### config.mk
export PLATFORM = sky130hd
export DESIGN_NAME = local_peak_detector_flat
export DESIGN_NICKNAME = d
export VERILOG_FILES = /design/src/lpd_pkg.sv /design/src/lpd_ifs.sv /design/src/local_peak_detector.sv /design/src/lpd_fifo.sv /design/src/lpd_core.sv /design/src/flat_wrapper.sv
export VERILOG_INCLUDE_DIRS = /design/src /design/src/src
export SDC_FILE = /design/constraint.sdc
export NUM_CORES = 1
export LEC_CHECK = 0
export ABC_CLOCK_PERIOD_IN_PS = 6390
export BUFFER_PORTS_ARGS = -buffer_cell sky130_fd_sc_hd__buf_2
export CAP_MARGIN = 20
export CORE_ASPECT_RATIO = 1.75
export CORE_MARGIN = 5
export CORE_UTILIZATION = 50
export DETAILED_ROUTE_END_ITERATION = 12
export GPL_TIMING_DRIVEN = 0
export PLACE_DENSITY = 0.64
export SLEW_MARGIN = 20
export SYNTH_ARGS = -nofsm -noshare
export SYNTH_HDL_FRONTEND = slang
export SYNTH_SLANG_ARGS = --single-unit
### constraint.sdc
create_clock -name clk -period 6.39 [get_ports clk]
set_input_delay 0 -clock clk [delete_from_list [all_inputs] [get_ports clk]]
set_output_delay 0 -clock clk [all_outputs]
set_load 0.01 [all_outputs]
### src/local_peak_detector_defines.svh
// ----------------------------------------------------------------------------
// local_peak_detector_defines.svh
// Assertion macros shared by the peak detector modules.
// ----------------------------------------------------------------------------
`ifndef LOCAL_PEAK_DETECTOR_DEFINES_SVH
`define LOCAL_PEAK_DETECTOR_DEFINES_SVH

// Same-cycle implication, disabled while reset is held.
`define LPD_ASSERT_IMP(label, clk, rst, ante, cons, msg) \
  label: assert property (@(posedge clk) disable iff (rst) (ante) |-> (cons)) \
    else $error(msg);

// Next-cycle implication, disabled while reset is held.
`define LPD_ASSERT_NXT(label, clk, rst, ante, cons, msg) \
  label: assert property (@(posedge clk) disable iff (rst) (ante) |=> (cons)) \
    else $error(msg);

`endif

### src/lpd_pkg.sv
// ----------------------------------------------------------------------------
// lpd_pkg
// Types and constants of the local peak detector.
// ----------------------------------------------------------------------------
package lpd_pkg;

  localparam int MAX_COLUMN_LENGTH_DEF = 4096;
  localparam int MAX_CHANNELS_DEF      = 256;
  localparam int SAMPLE_WIDTH_DEF      = 16;

  localparam int KIND_W     = 2;
  localparam int POSITION_W = 12;
  localparam int CHANNEL_W  = 8;

  localparam logic [KIND_W-1:0] KIND_PEAK  = 2'd0;
  localparam logic [KIND_W-1:0] KIND_MAX   = 2'd1;
  localparam logic [KIND_W-1:0] KIND_ERROR = 2'd2;

  // result queue: two slots per item plus slack for a stalled sink
  localparam int QUEUE_AW    = 2;
  localparam int QUEUE_DEPTH = 1 << QUEUE_AW;

  typedef struct packed {
    logic [KIND_W-1:0]     kind;
    logic [POSITION_W-1:0] position;
    logic [CHANNEL_W-1:0]  channel;
    logic                  last;
  } result_meta_t;

  typedef struct packed {
    logic first;
    logic second;
  } push_t;

endpackage

### src/lpd_ifs.sv
// ----------------------------------------------------------------------------
// lpd_ifs
// Valid/ready channels for samples in and results out.
// ----------------------------------------------------------------------------
interface sample_if #(
  parameter int SAMPLE_WIDTH = lpd_pkg::SAMPLE_WIDTH_DEF
);
  logic                           valid;
  logic                           ready;
  logic signed [SAMPLE_WIDTH-1:0] sample;
  logic                           last_in_column;

  modport source (output valid, sample, last_in_column, input ready);
  modport sink   (input valid, sample, last_in_column, output ready);
endinterface

interface result_if #(
  parameter int SAMPLE_WIDTH = lpd_pkg::SAMPLE_WIDTH_DEF
);
  logic                              valid;
  logic                              ready;
  logic [lpd_pkg::KIND_W-1:0]        kind;
  logic [lpd_pkg::POSITION_W-1:0]    position;
  logic [lpd_pkg::CHANNEL_W-1:0]     channel;
  logic signed [SAMPLE_WIDTH-1:0]    peak_value;
  logic                              last;

  modport source (output valid, kind, position, channel, peak_value, last, input ready);
  modport sink   (input valid, kind, position, channel, peak_value, last, output ready);
endinterface

### src/local_peak_detector.sv
// ----------------------------------------------------------------------------
// local_peak_detector
// Streaming local-peak and column-maximum detector, one column at a time.
// ----------------------------------------------------------------------------
//  channel   | dir | handshake     | payload
//  ----------+-----+---------------+-------------------------------------------
//  samples   | in  | valid/ready   | sample, last_in_column
//  results   | out | valid/ready   | kind, position, channel, peak_value, last
//  cfg       | in  | cfg_write     | cfg_data -> include_endpoints
//
//  One sample per cycle while the queue has room: each sample is held in the
//  input register, then its up to two results go into a four-entry result queue.
//  Results leave at one per cycle while the sink is ready, set by the single read
//  port of the queue; input stalls only when the queue lacks two free entries.
//  Synchronous reset clears column state, queue pointers and sets
//  include_endpoints to 1; there is no clearing pass.
// ----------------------------------------------------------------------------
module local_peak_detector #(
  parameter int MAX_COLUMN_LENGTH = lpd_pkg::MAX_COLUMN_LENGTH_DEF,
  parameter int MAX_CHANNELS      = lpd_pkg::MAX_CHANNELS_DEF,
  parameter int SAMPLE_WIDTH      = lpd_pkg::SAMPLE_WIDTH_DEF
) (
  input  logic      clk,
  input  logic      rst,
  input  logic      cfg_write,
  input  logic      cfg_data,
  sample_if.sink    samples,
  result_if.source  results
);

  localparam int MW = $bits(lpd_pkg::result_meta_t);
  localparam int QW = MW + SAMPLE_WIDTH;

  lpd_pkg::push_t                 push;
  lpd_pkg::result_meta_t          meta0;
  lpd_pkg::result_meta_t          meta1;
  logic signed [SAMPLE_WIDTH-1:0] value0;
  logic signed [SAMPLE_WIDTH-1:0] value1;
  logic                           room;
  logic [QW-1:0]                  head;
  lpd_pkg::result_meta_t          head_meta;

  lpd_core #(
    .MAX_COLUMN_LENGTH (MAX_COLUMN_LENGTH),
    .MAX_CHANNELS      (MAX_CHANNELS),
    .SAMPLE_WIDTH      (SAMPLE_WIDTH)
  ) u_core (
    .clk       (clk),
    .rst       (rst),
    .cfg_write (cfg_write),
    .cfg_data  (cfg_data),
    .samples   (samples),
    .room      (room),
    .push      (push),
    .meta0     (meta0),
    .meta1     (meta1),
    .value0    (value0),
    .value1    (value1)
  );

  lpd_fifo #(
    .WIDTH (QW)
  ) u_fifo (
    .clk    (clk),
    .rst    (rst),
    .push   (push),
    .wdata0 ({meta0, value0}),
    .wdata1 ({meta1, value1}),
    .room   (room),
    .rvalid (results.valid),
    .rready (results.ready),
    .rdata  (head)
  );

  assign head_meta          = head[QW-1:SAMPLE_WIDTH];
  assign results.kind       = head_meta.kind;
  assign results.position   = head_meta.position;
  assign results.channel    = head_meta.channel;
  assign results.last       = head_meta.last;
  assign results.peak_value = head[SAMPLE_WIDTH-1:0];

endmodule

### src/lpd_fifo.sv
// ----------------------------------------------------------------------------
// lpd_fifo
// Small result queue: up to two writes and one read per cycle.
// ----------------------------------------------------------------------------
module lpd_fifo #(
  parameter int WIDTH = 8
) (
  input  logic               clk,
  input  logic               rst,
  input  lpd_pkg::push_t     push,
  input  logic [WIDTH-1:0]   wdata0,
  input  logic [WIDTH-1:0]   wdata1,
  output logic               room,
  output logic               rvalid,
  input  logic               rready,
  output logic [WIDTH-1:0]   rdata
);
  `include "local_peak_detector_defines.svh"

  localparam int AW  = lpd_pkg::QUEUE_AW;
  localparam int CW  = AW + 1;

  logic [WIDTH-1:0] mem [lpd_pkg::QUEUE_DEPTH];
  logic [AW-1:0]    wptr;
  logic [AW-1:0]    wptr_next;
  logic [AW-1:0]    rptr;
  logic [CW-1:0]    count;
  logic [CW-1:0]    count_next;
  logic [AW-1:0]    wptr1;
  logic             pop;

  assign wptr1  = wptr + AW'(1);
  assign pop    = rvalid && rready;
  assign rvalid = (count != '0);
  assign rdata  = mem[rptr];
  // room for a full two-result push regardless of this cycle's read
  assign room   = (count <= CW'(lpd_pkg::QUEUE_DEPTH - 2));

  always_comb begin
    wptr_next  = wptr + AW'(push.first) + AW'(push.second);
    count_next = count + CW'(push.first) + CW'(push.second) - CW'(pop);
  end

  always_ff @(posedge clk) begin
    if (push.first) begin
      mem[wptr] <= wdata0;
    end
    if (push.second) begin
      mem[wptr1] <= wdata1;
    end
  end

  always_ff @(posedge clk) begin
    if (rst) begin
      wptr  <= '0;
      rptr  <= '0;
      count <= '0;
    end else begin
      wptr  <= wptr_next;
      count <= count_next;
      if (pop) begin
        rptr <= rptr + AW'(1);
      end
    end
  end

  `LPD_ASSERT_IMP(a_push_has_room, clk, rst, push.first, count <= CW'(lpd_pkg::QUEUE_DEPTH - 2), "result queue overrun")

endmodule

### src/lpd_core.sv
// ----------------------------------------------------------------------------
// lpd_core
// Input register, column state and per-sample peak decision.
// ----------------------------------------------------------------------------
module lpd_core #(
  parameter int MAX_COLUMN_LENGTH = lpd_pkg::MAX_COLUMN_LENGTH_DEF,
  parameter int MAX_CHANNELS      = lpd_pkg::MAX_CHANNELS_DEF,
  parameter int SAMPLE_WIDTH      = lpd_pkg::SAMPLE_WIDTH_DEF
) (
  input  logic                           clk,
  input  logic                           rst,
  input  logic                           cfg_write,
  input  logic                           cfg_data,
  sample_if.sink                         samples,
  input  logic                           room,
  output lpd_pkg::push_t                 push,
  output lpd_pkg::result_meta_t          meta0,
  output lpd_pkg::result_meta_t          meta1,
  output logic signed [SAMPLE_WIDTH-1:0] value0,
  output logic signed [SAMPLE_WIDTH-1:0] value1
);
  `include "local_peak_detector_defines.svh"

  localparam int SW  = SAMPLE_WIDTH;
  localparam int PW  = $clog2(MAX_COLUMN_LENGTH);
  localparam int CHW = (MAX_CHANNELS > 1) ? $clog2(MAX_CHANNELS) : 1;
  localparam logic [PW-1:0]  POS_LIMIT = PW'(MAX_COLUMN_LENGTH - 1);
  localparam logic [CHW-1:0] COL_LIMIT = CHW'(MAX_CHANNELS - 1);

  // input register
  logic                 stg_valid;
  logic signed [SW-1:0] stg_sample;
  logic                 stg_last;
  logic                 advance;

  // column state
  logic                 include_endpoints;
  logic signed [SW-1:0] previous_sample, previous_sample_next;
  logic                 was_rising, was_rising_next;
  logic [PW-1:0]        sample_position, sample_position_next;
  logic [CHW-1:0]       column_number, column_number_next;
  logic signed [SW-1:0] best_value, best_value_next;
  logic [PW-1:0]        best_position, best_position_next;
  logic                 peak_found, peak_found_next;
  logic                 overlong, overlong_next;

  // decision terms
  logic                 rising;
  logic                 inner_peak;
  logic                 end_peak;
  logic                 fallback;
  logic                 peak_any;
  logic                 max_out;
  logic                 end_col;
  logic signed [SW-1:0] bv_a, bv_b;
  logic [PW-1:0]        bp_a, bp_b, bp_c;
  logic                 pf_a, pf_b, pf_c;
  logic [PW-1:0]        pk_pos;
  logic signed [SW-1:0] pk_val;
  logic [PW-1:0]        pos_m1;
  lpd_pkg::result_meta_t peak_meta, max_meta, err_meta;

  assign advance       = stg_valid && room;
  assign samples.ready = !stg_valid || advance;

  always_ff @(posedge clk) begin
    if (rst) begin
      stg_valid <= 1'b0;
    end else if (samples.ready) begin
      stg_valid <= samples.valid;
    end
  end

  always_ff @(posedge clk) begin
    if (samples.ready && samples.valid) begin
      stg_sample <= samples.sample;
      stg_last   <= samples.last_in_column;
    end
  end

  always_ff @(posedge clk) begin
    if (rst) begin
      include_endpoints <= 1'b1;
    end else if (cfg_write) begin
      include_endpoints <= cfg_data;
    end
  end

  // best-peak chain: inner peak first, then the trailing endpoint, then fallback
  always_comb begin
    pos_m1     = sample_position - PW'(1);
    rising     = stg_sample > previous_sample;
    inner_peak = was_rising && (previous_sample > stg_sample);
    end_peak   = stg_last && include_endpoints && rising;

    bv_a = best_value;
    bp_a = best_position;
    pf_a = peak_found;
    if (inner_peak) begin
      if (!peak_found || previous_sample > best_value) begin
        bv_a = previous_sample;
        bp_a = pos_m1;
      end
      pf_a = 1'b1;
    end

    bv_b = bv_a;
    bp_b = bp_a;
    pf_b = pf_a;
    if (end_peak) begin
      if (!pf_a || stg_sample > bv_a) begin
        bv_b = stg_sample;
        bp_b = sample_position;
      end
      pf_b = 1'b1;
    end

    // no peak seen: best_value still holds the first sample
    fallback = stg_last && include_endpoints && !pf_b;
    bp_c     = fallback ? '0 : bp_b;
    pf_c     = pf_b || fallback;

    peak_any = inner_peak || end_peak || fallback;
    max_out  = stg_last && pf_c;

    if (inner_peak) begin
      pk_pos = pos_m1;
      pk_val = previous_sample;
    end else if (end_peak) begin
      pk_pos = sample_position;
      pk_val = stg_sample;
    end else begin
      pk_pos = '0;
      pk_val = bv_b;
    end
  end

  always_comb begin
    peak_meta.kind     = lpd_pkg::KIND_PEAK;
    peak_meta.position = lpd_pkg::POSITION_W'(pk_pos);
    peak_meta.channel  = lpd_pkg::CHANNEL_W'(column_number);
    peak_meta.last     = !max_out;

    max_meta.kind      = lpd_pkg::KIND_MAX;
    max_meta.position  = lpd_pkg::POSITION_W'(bp_c);
    max_meta.channel   = lpd_pkg::CHANNEL_W'(column_number);
    max_meta.last      = 1'b1;

    err_meta.kind      = lpd_pkg::KIND_ERROR;
    err_meta.position  = '0;
    err_meta.channel   = lpd_pkg::CHANNEL_W'(column_number);
    err_meta.last      = 1'b1;
  end

  always_comb begin
    previous_sample_next = previous_sample;
    was_rising_next      = was_rising;
    sample_position_next = sample_position;
    column_number_next   = column_number;
    best_value_next      = best_value;
    best_position_next   = best_position;
    peak_found_next      = peak_found;
    overlong_next        = overlong;
    push                 = '0;
    meta0                = '0;
    meta1                = '0;
    value0               = '0;
    value1               = '0;
    end_col              = 1'b0;

    if (advance) begin
      if (overlong) begin
        if (stg_last) begin
          push.first = 1'b1;
          meta0      = err_meta;
          end_col    = 1'b1;
        end
      end else if (sample_position == '0) begin
        previous_sample_next = stg_sample;
        best_value_next      = stg_sample;
        best_position_next   = '0;
        peak_found_next      = 1'b0;
        was_rising_next      = include_endpoints;
        if (stg_last) begin
          push.first = 1'b1;
          meta0      = err_meta;
          end_col    = 1'b1;
        end else begin
          sample_position_next = PW'(1);
        end
      end else begin
        best_value_next    = bv_b;
        best_position_next = bp_c;
        peak_found_next    = pf_c;
        if (peak_any) begin
          push.first  = 1'b1;
          meta0       = peak_meta;
          value0      = pk_val;
          push.second = max_out;
          meta1       = max_meta;
          value1      = bv_b;
        end else if (max_out) begin
          push.first = 1'b1;
          meta0      = max_meta;
          value0     = bv_b;
        end
        if (stg_last) begin
          end_col = 1'b1;
        end else begin
          previous_sample_next = stg_sample;
          was_rising_next      = rising;
          if (sample_position >= POS_LIMIT) begin
            overlong_next = 1'b1;
          end else begin
            sample_position_next = sample_position + PW'(1);
          end
        end
      end

      if (end_col) begin
        sample_position_next = '0;
        overlong_next        = 1'b0;
        peak_found_next      = 1'b0;
        was_rising_next      = 1'b0;
        column_number_next   = (column_number == COL_LIMIT) ? '0
                                                            : column_number + CHW'(1);
      end
    end
  end

  always_ff @(posedge clk) begin
    if (rst) begin
      previous_sample <= '0;
      was_rising      <= 1'b0;
      sample_position <= '0;
      column_number   <= '0;
      best_value      <= '0;
      best_position   <= '0;
      peak_found      <= 1'b0;
      overlong        <= 1'b0;
    end else begin
      previous_sample <= previous_sample_next;
      was_rising      <= was_rising_next;
      sample_position <= sample_position_next;
      column_number   <= column_number_next;
      best_value      <= best_value_next;
      best_position   <= best_position_next;
      peak_found      <= peak_found_next;
      overlong        <= overlong_next;
    end
  end

  `LPD_ASSERT_IMP(a_second_needs_first, clk, rst, push.second, push.first, "second result without first")
  `LPD_ASSERT_IMP(a_second_is_max, clk, rst, push.second, (meta1.kind == lpd_pkg::KIND_MAX) && meta1.last && !meta0.last, "bad second result")
  `LPD_ASSERT_IMP(a_overlong_at_limit, clk, rst, overlong, sample_position == POS_LIMIT, "overlong below length limit")
  `LPD_ASSERT_NXT(a_column_closes, clk, rst, advance && stg_last, (sample_position == '0) && !overlong && !peak_found, "column state not cleared")

endmodule

### src/flat_wrapper.sv
// flat-port wrapper written by rule: the top's interface ports become plain ports
module local_peak_detector_flat 
#(
  parameter int MAX_COLUMN_LENGTH = lpd_pkg::MAX_COLUMN_LENGTH_DEF,
  parameter int MAX_CHANNELS      = lpd_pkg::MAX_CHANNELS_DEF,
  parameter int SAMPLE_WIDTH      = lpd_pkg::SAMPLE_WIDTH_DEF
)
  (clk, rst, cfg_write, cfg_data, samples_valid, samples_sample, samples_last_in_column, samples_ready, results_valid, results_kind, results_position, results_channel, results_peak_value, results_last, results_ready);
  sample_if #(.SAMPLE_WIDTH(SAMPLE_WIDTH)) samples_i ();
  result_if #(.SAMPLE_WIDTH(SAMPLE_WIDTH)) results_i ();
  input  logic clk;
  input  logic rst;
  input  logic cfg_write;
  input  logic cfg_data;
  input wire logic [$bits(samples_i.valid)-1:0] samples_valid;
  input wire logic [$bits(samples_i.sample)-1:0] samples_sample;
  input wire logic [$bits(samples_i.last_in_column)-1:0] samples_last_in_column;
  output wire logic [$bits(samples_i.ready)-1:0] samples_ready;
  output wire logic [$bits(results_i.valid)-1:0] results_valid;
  output wire logic [$bits(results_i.kind)-1:0] results_kind;
  output wire logic [$bits(results_i.position)-1:0] results_position;
  output wire logic [$bits(results_i.channel)-1:0] results_channel;
  output wire logic [$bits(results_i.peak_value)-1:0] results_peak_value;
  output wire logic [$bits(results_i.last)-1:0] results_last;
  input wire logic [$bits(results_i.ready)-1:0] results_ready;
  assign samples_i.valid = samples_valid;
  assign samples_i.sample = samples_sample;
  assign samples_i.last_in_column = samples_last_in_column;
  assign samples_ready = samples_i.ready;
  assign results_valid = results_i.valid;
  assign results_kind = results_i.kind;
  assign results_position = results_i.position;
  assign results_channel = results_i.channel;
  assign results_peak_value = results_i.peak_value;
  assign results_last = results_i.last;
  assign results_i.ready = results_ready;
  local_peak_detector #(.MAX_COLUMN_LENGTH(MAX_COLUMN_LENGTH), .MAX_CHANNELS(MAX_CHANNELS), .SAMPLE_WIDTH(SAMPLE_WIDTH)) u_core (.clk(clk), .rst(rst), .cfg_write(cfg_write), .cfg_data(cfg_data), .samples(samples_i), .results(results_i));
endmodule
==> summary.txt, run 1 <==
Critical path
  – Reg-to-reg critical path endpoint: u_core.u_fifo.mem[3][14]$_DFFE_PP_
  – Critical path arrival: 6440 ps
  – Reg-to-reg setup timing slack: between 150 and 200 ps
  – CP endpoint kind: register
  – CP max-delay cell: edfxtp_1
  – Slowest stage delay, CP: 500 ps
  – WP depth: 23
  – Crit start category: register
  – WP data required: approximately 6600 ps
  – Crit path to: u_core.u_fifo.mem[3][14]$_DFFE_PP_
  – Worst R2R Path Depth: 23
  – Worst-path fanout max: 10
  – Worst path cell trace: inv_1 -> ha_1 -> nand4_1 -> nor4_2 -> a21boi_2 -> nor3_1 -> a21oi_2 -> clkbuf_4 -> buf_4 -> nand3_1 -> o21ai_2 -> inv_1 -> ha_1 -> nand4_1 -> nor3_4 -> o31a_1 -> o22ai_1 -> mux2i_2 -> a311o_1 -> clkbuf_4 -> buf_6 -> mux2i_4 -> o22ai_1
  – Worst reg2reg startpoint: u_core.u_core.stg_sample[11]$_DFFE_PP_
  – Setup CP Type: reg2reg
  – Critical Path Start: u_core.u_core.stg_sample[11]$_DFFE_PP_
  – Worst Path Buf+Inv: 6
  – Cell family with most CP delay: simple AND/OR/NAND/NOR gates

Detailed routing
  – DR pass1 iterations: 6
  – Post-Route WL: approximately 44000 um
  – Via count: approximately 11k
  – Via density: 6.48
  – Drt initial violations: 1050
  – Final ANT Viol Nets: 0
  – Wire per inst: 25.5 um
  – Residual DRC: 0

Final layout
  – Commonest non-fill, non-tap cells in the layout: edfxtp_1, nand2_1, o22ai_1
  – Fin nets: 1473
  – Post-Layout Cell Count: between 1.5k and 2k
  – Ant diodes: 0
  – Synth-to-layout area growth: 14.5%
  – Commonest non-fill, non-tap cell in the layout: edfxtp_1
  – Number of fill cells: 2299
  – Share of layout cells above drive strength 1: between 15 and 20%

GRT
  – Met3 GRT Util: 2.84%
  – Largest net degree at the start of global routing: 39
  – Global-route usage over all layers: ~28%
  – Initial antenna violation count: 0
  – Top Usage Layer GRT: met2
  – Vias in the first global route: 11.4k
  – M1 GR Usage: a little under a third
  – First-pass GRT wire length: 66700 um
  – Grt total ovfl: 0
  – Met2 GRT Util: 50.7%

Synthesis
  – Simple-gate area share of the yosys netlist: 12.4%
  – Synth Net Count: 1360
  – Cells after Synth: 1278
  – Synth Warn #: 0
  – Post-synthesis sequential area ratio: 49.4%
  – Compound-Gate Fraction of Synth Area: 19.3%
  – Post-synth cell types: 73
  – Area share of fa/ha/maj cells after synthesis: 5.60%
  – Mux cell area share after synthesis: 8.15%
  – #FFs+latches synth: roughly 250
  – Mapped cell area: 13600 um^2
  – Share of flip-flops with an asynchronous set or reset: 0%
  – Avg Cell Area, Syn: 10.6 um^2
  – Largest family of logic cells by synthesized area: compound AO/OA/AOI/OAI gates
  – Number of synthesized flops with an enable pin: around 170
  – Synth Area in XOR/XNOR: 1.16%
  – Main synth FF type: edfxtp_1

Placed design
  – Placed Instances: 1670
  – Routability cong.: 1.01
  – Post-DP HPWL: around 32000 um
  – Port bufs: 63
  – Worst slack, placed: -504 ps

Timing
  – Fmax: 0.161 GHz
  – Skew final: 22.3 ps
  – Final min period: about 6200 ps
  – Setup violators final: 0
  – Setup ws final: 196 ps
  – Setup TNS: 0 ps
  – Final hold violations: 0
  – Pins Over Slew Limit: 0
  – Fin crit share: 96.9%
  – Hold Worst Slack: 85.3 ps
  – Max-Slew Margin vs Limit: 31.6%
  – Worst Max-Slew Pin Slew: 1030 ps

Clocking
  – CTS tree: yes
  – CTS Buf Count: 23
  – # clock sinks: 251
  – H-tree depth: 1
  – Clk Latency, worst-skew pair: 550 ps
  – Clock Path Buffers: 3
  – Clock Pin Slew Worst Setup and Hold Paths: 70 ps
  – CTS root buffer: clkbuf_16

Die
  – Num rows: 80
  – Initial Utilization: 50.3%
  – Die Wd: 135 um
  – Core area: between 20000 and 30000 um^2
  – Ports: 64
  – Die H: 228 um
  – Die ar.: 30700 um^2

Pwr
  – Lkg Pwr: 0.00529 uW
  – Total power draw: 4970 uW
  – Maximum VDD drop: 0.231 mV
  – Power per cell area: 319 nW/um^2

Min path
  – Hold path startpoint: rst
  – Hold/Removal Path Class: in2reg

Outcome
  – Result of the run: finished clean

Run
  – # Max-Cap Violations: 0
==> cell type report <==
type | count | area (um^2) | share of cell area (%)
Timing Repair Buffer | 88 | 568 | 3.65
Buffer | 76 | 362 | 2.32
Sequential cell | 251 | 6720 | 43.1
Tap cell | 328 | 410 | 2.64
Multi-Input combinational cell | 896 | 6460 | 41.5
Inverter | 55 | 206 | 1.33
Clock inverter | 15 | 233 | 1.49
Clock buffer | 27 | 611 | 3.92
==> metal layers <==
metal	part of all wire [%]	vias up
met5	0	-
li1	-	5125
met4	8.7	0
met1	34	5433
met3	5.3	186
met2	52	509
==> Yosys cell counts (5+ instances only) <==
cell type | n | area share (%)
o21ai_0 | 63 | 2.3
a22o_1 | 16 | 1.0
buf_1 | 8 | 0.22
nand2_1 | 126 | 3.5
buf_6 | 5 | 0.41
o21a_1 | 6 | 0.33
inv_1 | 54 | 1.5
ha_1 | 56 | 5.2
a211o_1 | 12 | 0.77
dfxtp_1 | 82 | 12
o22ai_1 | 115 | 5.3
edfxtp_1 | 169 | 37
o211ai_1 | 7 | 0.39
nor4_1 | 8 | 0.37
nor3_1 | 28 | 1.0
mux4_2 | 39 | 6.5
or3_1 | 6 | 0.28
nand4_1 | 9 | 0.41
a32o_1 | 11 | 0.81
nor2_1 | 78 | 2.2
o221ai_1 | 5 | 0.32
mux2i_1 | 6 | 0.44
a21oi_1 | 110 | 4.0
nor2b_1 | 40 | 1.8
a211oi_1 | 8 | 0.44
o21ai_1 | 6 | 0.22
clkbuf_1 | 50 | 1.4
mux2_2 | 15 | 1.2
nand3_1 | 22 | 0.81
a21o_1 | 6 | 0.33
buf_2 | 13 | 0.48
and3_1 | 8 | 0.37
xnor2_1 | 11 | 0.71
xor2_1 | 7 | 0.45
==> state kept, by name, indices dropped and copies added (netlist names), named ones only <==
name and cells:
u_core.u_core.best_position 12, u_core.u_core.best_value 16, u_core.u_core.column_number 8, u_core.u_core.include_endpoints 1, u_core.u_core.overlong 1, u_core.u_core.peak_found 1, u_core.u_core.previous_sample 16, u_core.u_core.sample_position 12
u_core.u_core.stg_last 1, u_core.u_core.stg_sample 16, u_core.u_core.stg_valid 1, u_core.u_core.was_rising 1, u_core.u_fifo.count 3, u_core.u_fifo.mem 156, u_core.u_fifo.rptr 2, u_core.u_fifo.wptr 2
==> cell families after synthesis <==
| logic type | after synthesis |
|---|---|
| adder cells (fa/ha/maj) | 59 |
| multiplexers | 60 |
| buffers and inverters | 131 |
| AND/OR/NAND/NOR | 350 |
| AO/OA/AOI/OAI | 409 |
| XOR/XNOR | 18 |
| flip-flops | 251 |
==> worst reg2reg max path: stages (launching register included) <==
cell and delay [ps]:
edfxtp_1 500, inv_1 100, ha_1 330, nand4_1 280, nor4_2 400, a21boi_2 300
nor3_1 130, a21oi_2 250, clkbuf_4 280, buf_4 240, nand3_1 110, o21ai_2 160
inv_1 90, ha_1 300, nand4_1 170, nor3_4 360, o31a_1 200, o22ai_1 110
mux2i_2 330, a311o_1 230, clkbuf_4 260, buf_6 240, mux2i_4 370, o22ai_1 160
==> worst min-delay path by stage <==
stage	to	slack, ps	cells after the start
3_5_place_dp	u_core.u_core.stg_sample[2]$_DFFE_PP_	180	1
2_1_floorplan	u_core.u_core.stg_last$_DFFE_PP_	100	0
6_report	u_core.u_core.sample_position[5]$_SDFFE_PP0P_	90	4
4_1_cts	u_core.u_core.sample_position[6]$_SDFFE_PP0P_	90	4
3_3_place_gp	u_core.u_core.stg_sample[1]$_DFFE_PP_	180	1
5_1_grt	u_core.u_fifo.count[1]$_SDFF_PP0_	140	3
==> report_power, final <==
group	switching [uW]	internal [uW]	total, uW
Combinational	907	580	1490
Sequential	96.1	1840	1930
Clock	645	900	1550
==> what timing repair did <==
| action | CTS | global route |
|---|---|---|
| hold buffers | 21 | 0 |
| setup buffers | 0 | 3 |
| pin swaps | 0 | 1 |
| hold endpoints to repair | 38 | 0 |
| endpoints found under the setup margin | 121 | 135 |
| resized for setup | 11 | 18 |
==> metrics by stage <==
stage	utilization [%]	instance area, um^2
6_report	57.6	15600
5_1_grt	57.6	15600
4_1_cts	57.3	15500
3_5_place_dp	53.2	14400
3_3_place_gp	53.0	14300
2_1_floorplan	-	13600
(Power assumes the default switching activity.)
==> run 2, diff against run 1 <==
==> constraint.sdc (replaced) <==
create_clock -name clk -period 6.39 [get_ports clk]
set_input_delay 0.639 -clock clk [delete_from_list [all_inputs] [get_ports clk]]
set_output_delay 0.639 -clock clk [all_outputs]
set_load 0.01 [all_outputs]
==> run 2 against run 1 <==
Count of clock-buffer cells in the layout unchanged. Total power decreased by 0.26%. Wire length decreased by 0.71%. Critical endpoint is now u_core.u_fifo.mem[3][26]$_DFFE_PP_. Largest cell class unchanged. Largest power group unchanged.
==> summary.txt, run 2 (same netlist as run 1, synthesis figures left out) <==
Clocking
  – CTS Buf Count: 23 (unchanged)
  – Clock Pin Slew Worst Setup and Hold Paths: 70 ps (about the same)
  – CTS tree: yes (unchanged)
  – H-tree depth: 1 (unchanged)
  – # clock sinks: 251 (unchanged)
  – CTS Hold Bufs: 0 (was 21)
  – Clk Latency, worst-skew pair: 550 ps (about the same)
  – Clock Path Buffers: 3 (unchanged)
  – CTS root buffer: clkbuf_16 (unchanged)

Pwr
  – Power per cell area: 323 nW/um^2 (was 319 nW/um^2)
  – Lkg Pwr: 0.00520 uW (was 0.00529 uW)
  – Maximum VDD drop: 0.227 mV (was 0.231 mV)

Detailed routing
  – Via count: 11.1k (was 11.3k)
  – Residual DRC: 0 (unchanged)
  – Via density: 6.48 (about the same)
  – Post-Route WL: 43900 um (was 44200 um)
  – Final ANT Viol Nets: 0 (unchanged)
  – Drt initial violations: 939 (was 1050)
  – Wire per inst: 25.6 um (was 25.5 um)
  – DR pass1 iterations: 6 (unchanged)

Final layout
  – Synth-to-layout area growth: 12.9% (was 14.5%)
  – Commonest non-fill, non-tap cells in the layout: edfxtp_1, nand2_1, o22ai_1 (unchanged)
  – Max reg flops: 156 (unchanged)
  – Final core utilization: 56.8% (was 57.6%)
  – Largest reg by FF count: u_core.u_fifo.mem (unchanged)
  – Ant diodes: 0 (unchanged)
  – Fin nets: 1452 (was 1473)
  – Commonest non-fill, non-tap cell in the layout: edfxtp_1 (unchanged)
  – Share of layout cells above drive strength 1: 16.1% (was 15.9%)
  – Design area: 15400 um^2 (was 15600 um^2)
  – Post-Layout Cell Count: 1715 (was 1736)

Min path
  – Hold path depth: 1 (was 4)
  – Hold/Removal Path Class: in2reg (unchanged)
  – Min-Delay Endpoint: u_core.u_core.stg_sample[0]$_DFFE_PP_ (was u_core.u_core.sample_position[5]$_SDFFE_PP0P_)
  – Hold path startpoint: samples_sample[0] (was rst)

Critical path
  – Critical Path Start: u_core.u_core.stg_sample[11]$_DFFE_PP_ (unchanged)
  – CP max-delay cell: a311oi_4 (was edfxtp_1)
  – Crit start category: register (unchanged)
  – Worst reg2reg startpoint: u_core.u_core.stg_sample[11]$_DFFE_PP_ (unchanged)
  – Reg-to-reg critical path endpoint: u_core.u_fifo.mem[3][26]$_DFFE_PP_ (was u_core.u_fifo.mem[3][14]$_DFFE_PP_)
  – Setup CP Type: reg2reg (unchanged)
  – Worst R2R Path Depth: 22 (was 23)
  – WP data required: 6620 ps (was 6640 ps)
  – Worst-path fanout max: 10 (unchanged)
  – Worst path cell trace: inv_1 -> ha_1 -> nand4_1 -> nor4_2 -> a21boi_2 -> nor3_1 -> a21oi_2 -> clkbuf_4 -> buf_4 -> nand3_1 -> o21ai_2 -> inv_1 -> ha_1 -> nand4_1 -> nor3_4 -> o31a_1 -> o22ai_1 -> mux2i_2 -> a311oi_4 -> a211oi_1 -> a21oi_1 -> o32ai_1 (was inv_1 -> ha_1 -> nand4_1 -> nor4_2 -> a21boi_2 -> nor3_1 -> a21oi_2 -> clkbuf_4 -> buf_4 -> nand3_1 -> o21ai_2 -> inv_1 -> ha_1 -> nand4_1 -> nor3_4 -> o31a_1 -> o22ai_1 -> mux2i_2 -> a311o_1 -> clkbuf_4 -> buf_6 -> mux2i_4 -> o22ai_1)
  – Critical path arrival: 6430 ps (was 6440 ps)
  – CP endpoint kind: register (unchanged)
  – Slowest stage delay, CP: 590 ps (was 500 ps)
  – Reg-to-reg setup timing slack: 190 ps (was 200 ps)

Placed design
  – Post-DP HPWL: 32200 um (unchanged)
  – Worst slack, placed: -504 ps (unchanged)
  – Port bufs: 63 (unchanged)
  – Routability cong.: 1.01 (unchanged)
  – Placed Instances: 1670 (unchanged)
  – Post-DP Area: 14400 um^2 (unchanged)

Timing
  – Pins Over Slew Limit: 0 (unchanged)
  – Fin crit share: 97.0% (was 96.9%)
  – Setup violators final: 0 (unchanged)
  – RSZ-0062 raised after global routing: true
  – Setup ws final: 190 ps (was 196 ps)
  – Max-Slew Margin vs Limit: 32.2% (was 31.6%)
  – Final min period: 6200 ps (was 6190 ps)
  – Final hold violations: 0 (unchanged)
  – Worst Max-Slew Pin Slew: 1020 ps (was 1030 ps)
  – Fmax: 0.161 GHz (about the same)
  – Setup TNS: 0 ps (unchanged)
  – Skew final: 23.5 ps (was 22.3 ps)

GRT
  – Grt total ovfl: 0 (unchanged)
  – Initial antenna violation count: 0 (unchanged)
  – Global-route usage over all layers: 28.3% (was 28.4%)
  – Largest net degree at the start of global routing: 39 (unchanged)
  – First-pass GRT wire length: 66200 um (was 66700 um)
  – Vias in the first global route: 11.2k (was 11.4k)

Run
  – # Max-Cap Violations: 0 (unchanged)

Die
  – Die H: 228 um (unchanged)
  – Ports: 64 (unchanged)
  – Num rows: 80 (unchanged)
  – Core area: 27000 um^2 (unchanged)
  – Die ar.: 30700 um^2 (unchanged)
  – Die Wd: 135 um (unchanged)
  – Initial Utilization: 50.3% (unchanged)

Outcome
  – Result of the run: finished clean (unchanged)
==> run 2: changes by cell type in the layout (fill, tap and decap cells not counted), sizes merged <==
cell | before | now
dlygate4sd3 | 21 | 0
==> run 2: worst max-delay path by stage <==
stage	endpoint	slack [ps]	depth (start not counted)
2_1_floorplan	u_core.u_fifo.mem[2][36]$_DFFE_PP_	1410	24
3_3_place_gp	u_core.u_fifo.mem[1][4]$_DFFE_PP_	-460	23
3_5_place_dp	u_core.u_fifo.mem[1][4]$_DFFE_PP_	-500	23
4_1_cts	u_core.u_fifo.mem[3][14]$_DFFE_PP_	-50	23
5_1_grt	u_core.u_fifo.mem[3][26]$_DFFE_PP_	-6	22
6_report	u_core.u_fifo.mem[3][26]$_DFFE_PP_	190	22
==> run 2: through the flow <==
step,hold WS [ps],power [uW]
2_1_floorplan,421,2900
3_3_place_gp,436,3380
3_5_place_dp,444,3410
4_1_cts,247,4960
5_1_grt,250,5180
6_report,257,4950
==> run 2: area by class of cell <==
class | instances | area (um^2)
Inverter | 55 | 206
Sequential cell | 251 | 6720
Timing Repair Buffer | 67 | 358
Fill cell | 2311 | 11700
Buffer | 76 | 362
Tap cell | 328 | 410
Clock inverter | 15 | 233
Multi-Input combinational cell | 896 | 6460
Clock buffer | 27 | 611
==> run 2: layer usage <==
metal	up-vias	share of wire [%]	routed length (um)	GRT usage, %
met5	-	0	0	0
met3	176	5.1	2230	2.91
met4	0	8.8	3870	21.6
met1	5336	34	15000	30.2
li1	5079	-	-	-
met2	515	52	22900	50.3
==> run 2: power breakdown <==
group          switching, uW  total [uW]  internal (uW)
Combinational            902        1470            572
Clock                    646        1550            900
Sequential              95.7        1930           1840
==> run 2: worst max-delay path: cells and delay by family, from the launching register on <==
family          cells  cell delay (ps)
mux                 1              230
compound gates      9             2380
flops               1              490
buf+inv             4              700
fa+ha+maj           2              630
simple gates        6             1450
==> run 2: what timing repair did <==
action / 4_1_cts / 5_1_grt
buffers inserted: 0 / 3
pin swaps: 0 / 1
gates resized for setup: 11 / 17
cloned: 0 / 0
setup endpoints to repair: 121 / 134
==> run 3, diff against run 2 <==
CTS_BUF_LIST = sky130_fd_sc_hd__clkbuf_8   (was unset)
==> run 3 against run 2 <==
Wire length increased by 1.1%. Largest cell class unchanged. Clock power shrank 13%. Sequential power is essentially flat. Via count is 1.4% higher. Sequential share of layout area increased by 0.29 points. Sequential cell count unchanged. Die area is the same.
==> summary.txt, run 3 (same netlist as run 1, synthesis figures left out) <==
Timing
  – Fmax: 0.159 GHz (was 0.161 GHz)
  – Final hold violations: 0 (unchanged)
  – Final min period: 6290 ps (was 6200 ps)
  – Worst Max-Slew Pin Slew: 1020 ps (about the same)
  – Pins Over Slew Limit: 0 (unchanged)
  – Skew final: 25.0 ps (was 23.5 ps)
  – Setup TNS: 0 ps (unchanged)
  – Fin crit share: 98.5% (was 97.0%)
  – Setup ws final: 96.4 ps (was 190 ps)
  – Max-Slew Margin vs Limit: 31.9% (was 32.2%)
  – RSZ-0062 raised after global routing: false (was true)
  – Setup violators final: 0 (unchanged)

Placed design
  – Post-DP HPWL: 32200 um (unchanged)
  – Port bufs: 63 (unchanged)
  – Placed Instances: 1670 (unchanged)
  – Worst slack, placed: -504 ps (unchanged)
  – Routability cong.: 1.01 (unchanged)

Final layout
  – Post-Layout Cell Count: 1740 (was 1715)
  – Synth-to-layout area growth: 12.2% (was 12.9%)
  – Share of layout cells above drive strength 1: 16.7% (was 16.1%)
  – Ant diodes: 0 (unchanged)
  – Largest reg by FF count: u_core.u_fifo.mem (unchanged)
  – Max reg flops: 156 (unchanged)
  – Commonest non-fill, non-tap cells in the layout: edfxtp_1, nand2_1, o22ai_1 (unchanged)
  – Final core utilization: 56.4% (was 56.8%)
  – Fin nets: 1465 (was 1452)
  – Commonest non-fill, non-tap cell in the layout: edfxtp_1 (unchanged)

Clocking
  – H-tree depth: 2 (was 1)
  – CTS Hold Bufs: 0 (unchanged)
  – Clk Latency, worst-skew pair: 590 ps (was 550 ps)
  – CTS tree: yes (unchanged)
  – # clock sinks: 251 (unchanged)
  – Clock Path Buffers: 3 (unchanged)
  – Clock Pin Slew Worst Setup and Hold Paths: 60 ps (was 70 ps)
  – CTS Buf Count: 37 (was 23)
  – CTS root buffer: clkbuf_8 (was clkbuf_16)

Detailed routing
  – Wire per inst: 25.5 um (was 25.6 um)
  – Drt initial violations: 958 (was 939)
  – Residual DRC: 0 (unchanged)
  – Via count: 11.3k (was 11.1k)
  – Via density: 6.47 (was 6.48)
  – Post-Route WL: 44400 um (was 43900 um)
  – Final ANT Viol Nets: 0 (unchanged)
  – DR pass1 iterations: 6 (unchanged)

Die
  – Die ar.: 30700 um^2 (unchanged)
  – Initial Utilization: 50.3% (unchanged)
  – Ports: 64 (unchanged)
  – Num rows: 80 (unchanged)
  – Die Wd: 135 um (unchanged)
  – Core area: 27000 um^2 (unchanged)
  – Die H: 228 um (unchanged)

Pwr
  – Total power draw: 4760 uW (was 4950 uW)
  – Power per cell area: 312 nW/um^2 (was 323 nW/um^2)
  – Lkg Pwr: 0.00523 uW (was 0.00520 uW)
  – Maximum VDD drop: 0.199 mV (was 0.227 mV)

GRT
  – Initial antenna violation count: 0 (unchanged)
  – Largest net degree at the start of global routing: 39 (unchanged)
  – Grt total ovfl: 0 (unchanged)
  – Global-route usage over all layers: 28.7% (was 28.3%)
  – First-pass GRT wire length: 66800 um (was 66200 um)
  – Vias in the first global route: 11.3k (was 11.2k)

Critical path
  – Critical path arrival: 6560 ps (was 6430 ps)
  – Setup CP Type: reg2reg (unchanged)
  – Worst path cell trace: inv_1 -> ha_1 -> nand4_1 -> nor4_2 -> a21boi_2 -> nor3_1 -> a21o_1 -> buf_6 -> nor2_4 -> clkbuf_4 -> a21oi_1 -> ha_1 -> nand4_1 -> nor3_4 -> o31a_1 -> o22ai_1 -> mux2i_2 -> a311oi_4 -> a211oi_1 -> a21oi_1 -> o32ai_1 (was inv_1 -> ha_1 -> nand4_1 -> nor4_2 -> a21boi_2 -> nor3_1 -> a21oi_2 -> clkbuf_4 -> buf_4 -> nand3_1 -> o21ai_2 -> inv_1 -> ha_1 -> nand4_1 -> nor3_4 -> o31a_1 -> o22ai_1 -> mux2i_2 -> a311oi_4 -> a211oi_1 -> a21oi_1 -> o32ai_1)
  – CP max-delay cell: a311oi_4 (unchanged)
  – CP endpoint kind: register (unchanged)
  – Worst-path fanout max: 10 (unchanged)
  – Critical Path Start: u_core.u_core.stg_sample[11]$_DFFE_PP_ (unchanged)
  – Worst R2R Path Depth: 21 (was 22)
  – Slowest stage delay, CP: 600 ps (was 590 ps)
  – Crit start category: register (unchanged)
  – WP data required: 6660 ps (was 6620 ps)
  – Worst reg2reg startpoint: u_core.u_core.stg_sample[11]$_DFFE_PP_ (unchanged)

Run
  – # Max-Cap Violations: 0 (unchanged)

Min path
  – Hold path startpoint: samples_sample[0] (unchanged)
  – Hold/Removal Path Class: in2reg (unchanged)
  – Hold path depth: 1 (unchanged)

Outcome
  – Result of the run: finished clean (unchanged)
run 3: cell types whose count changed in the layout (fill, tap and decap cells not counted), moves of 2 or more:
| cell | delta |
|---|---|
| clkinv_2 | +6 |
| clkbuf_1 | -2 |
| bufinv_16 | -2 |
| inv_1 | +15 |
| clkbuf_16 | -23 |
| clkinv_4 | -2 |
| clkbuf_8 | +37 |
run 3: through the flow:
stage                     area [um^2]  hold WS (ps)
after floorplan                 13600           421
after global placement          14300           436
after detailed placement        14400           444
after CTS                       15200           208
after global routing            15300           208
final                           15300           230
run 3: layout make-up:
type / count / area (um^2)
buffer: 76 / 362
clock buffer: 39 / 537
clock inverter: 29 / 213
fill: 2338 / 11800
inverter: 55 / 206
multi-input combinational: 896 / 6460
sequential: 251 / 6720
tap: 328 / 410
timing repair buffer: 66 / 350
run 3: critical path: cells and delay by family (launching register included):
| kind | cells | cell delay, ps |
|---|---|---|
| AO/OA/AOI/OAI | 9 | 2400 |
| adder cells (fa/ha/maj) | 2 | 680 |
| buffers and inverters | 3 | 560 |
| flip-flops | 1 | 500 |
| multiplexers | 1 | 230 |
| AND/OR/NAND/NOR | 6 | 1610 |
run 3: worst paths after layout:
path / slack [ps] / end
max: 100 / u_core.u_fifo.mem[3][26]$_DFFE_PP_
min: 230 / u_core.u_core.stg_sample[0]$_DFFE_PP_
max reg2reg: 100 / u_core.u_fifo.mem[3][26]$_DFFE_PP_
min reg2reg: 460 / u_core.u_core.best_position[2]$_SDFFE_PP0P_
run 3: timing repair:
action	in CTS	in global routing
setup endpoints to repair	117	131
gates resized for setup	15	13
setup buffers	0	2
pin swaps	0	1
run 3: power breakdown:
group	leakage (uW)	switching (uW)	internal, uW
Clock	0.000442	655	697
Combinational	0.00258	907	572
Sequential	0.00221	94.9	1840
Total	0.00523	1660	3110
run 3: layer usage:
layer / global-route usage, % / up-vias / share of wire, %
met1: 29.9 / 5452 / 34
li1: - / 5109 / -
met4: 22.4 / 0 / 9.0
met3: 4.17 / 188 / 5.5
met2: 50.6 / 512 / 52
met5: 0 / - / 0
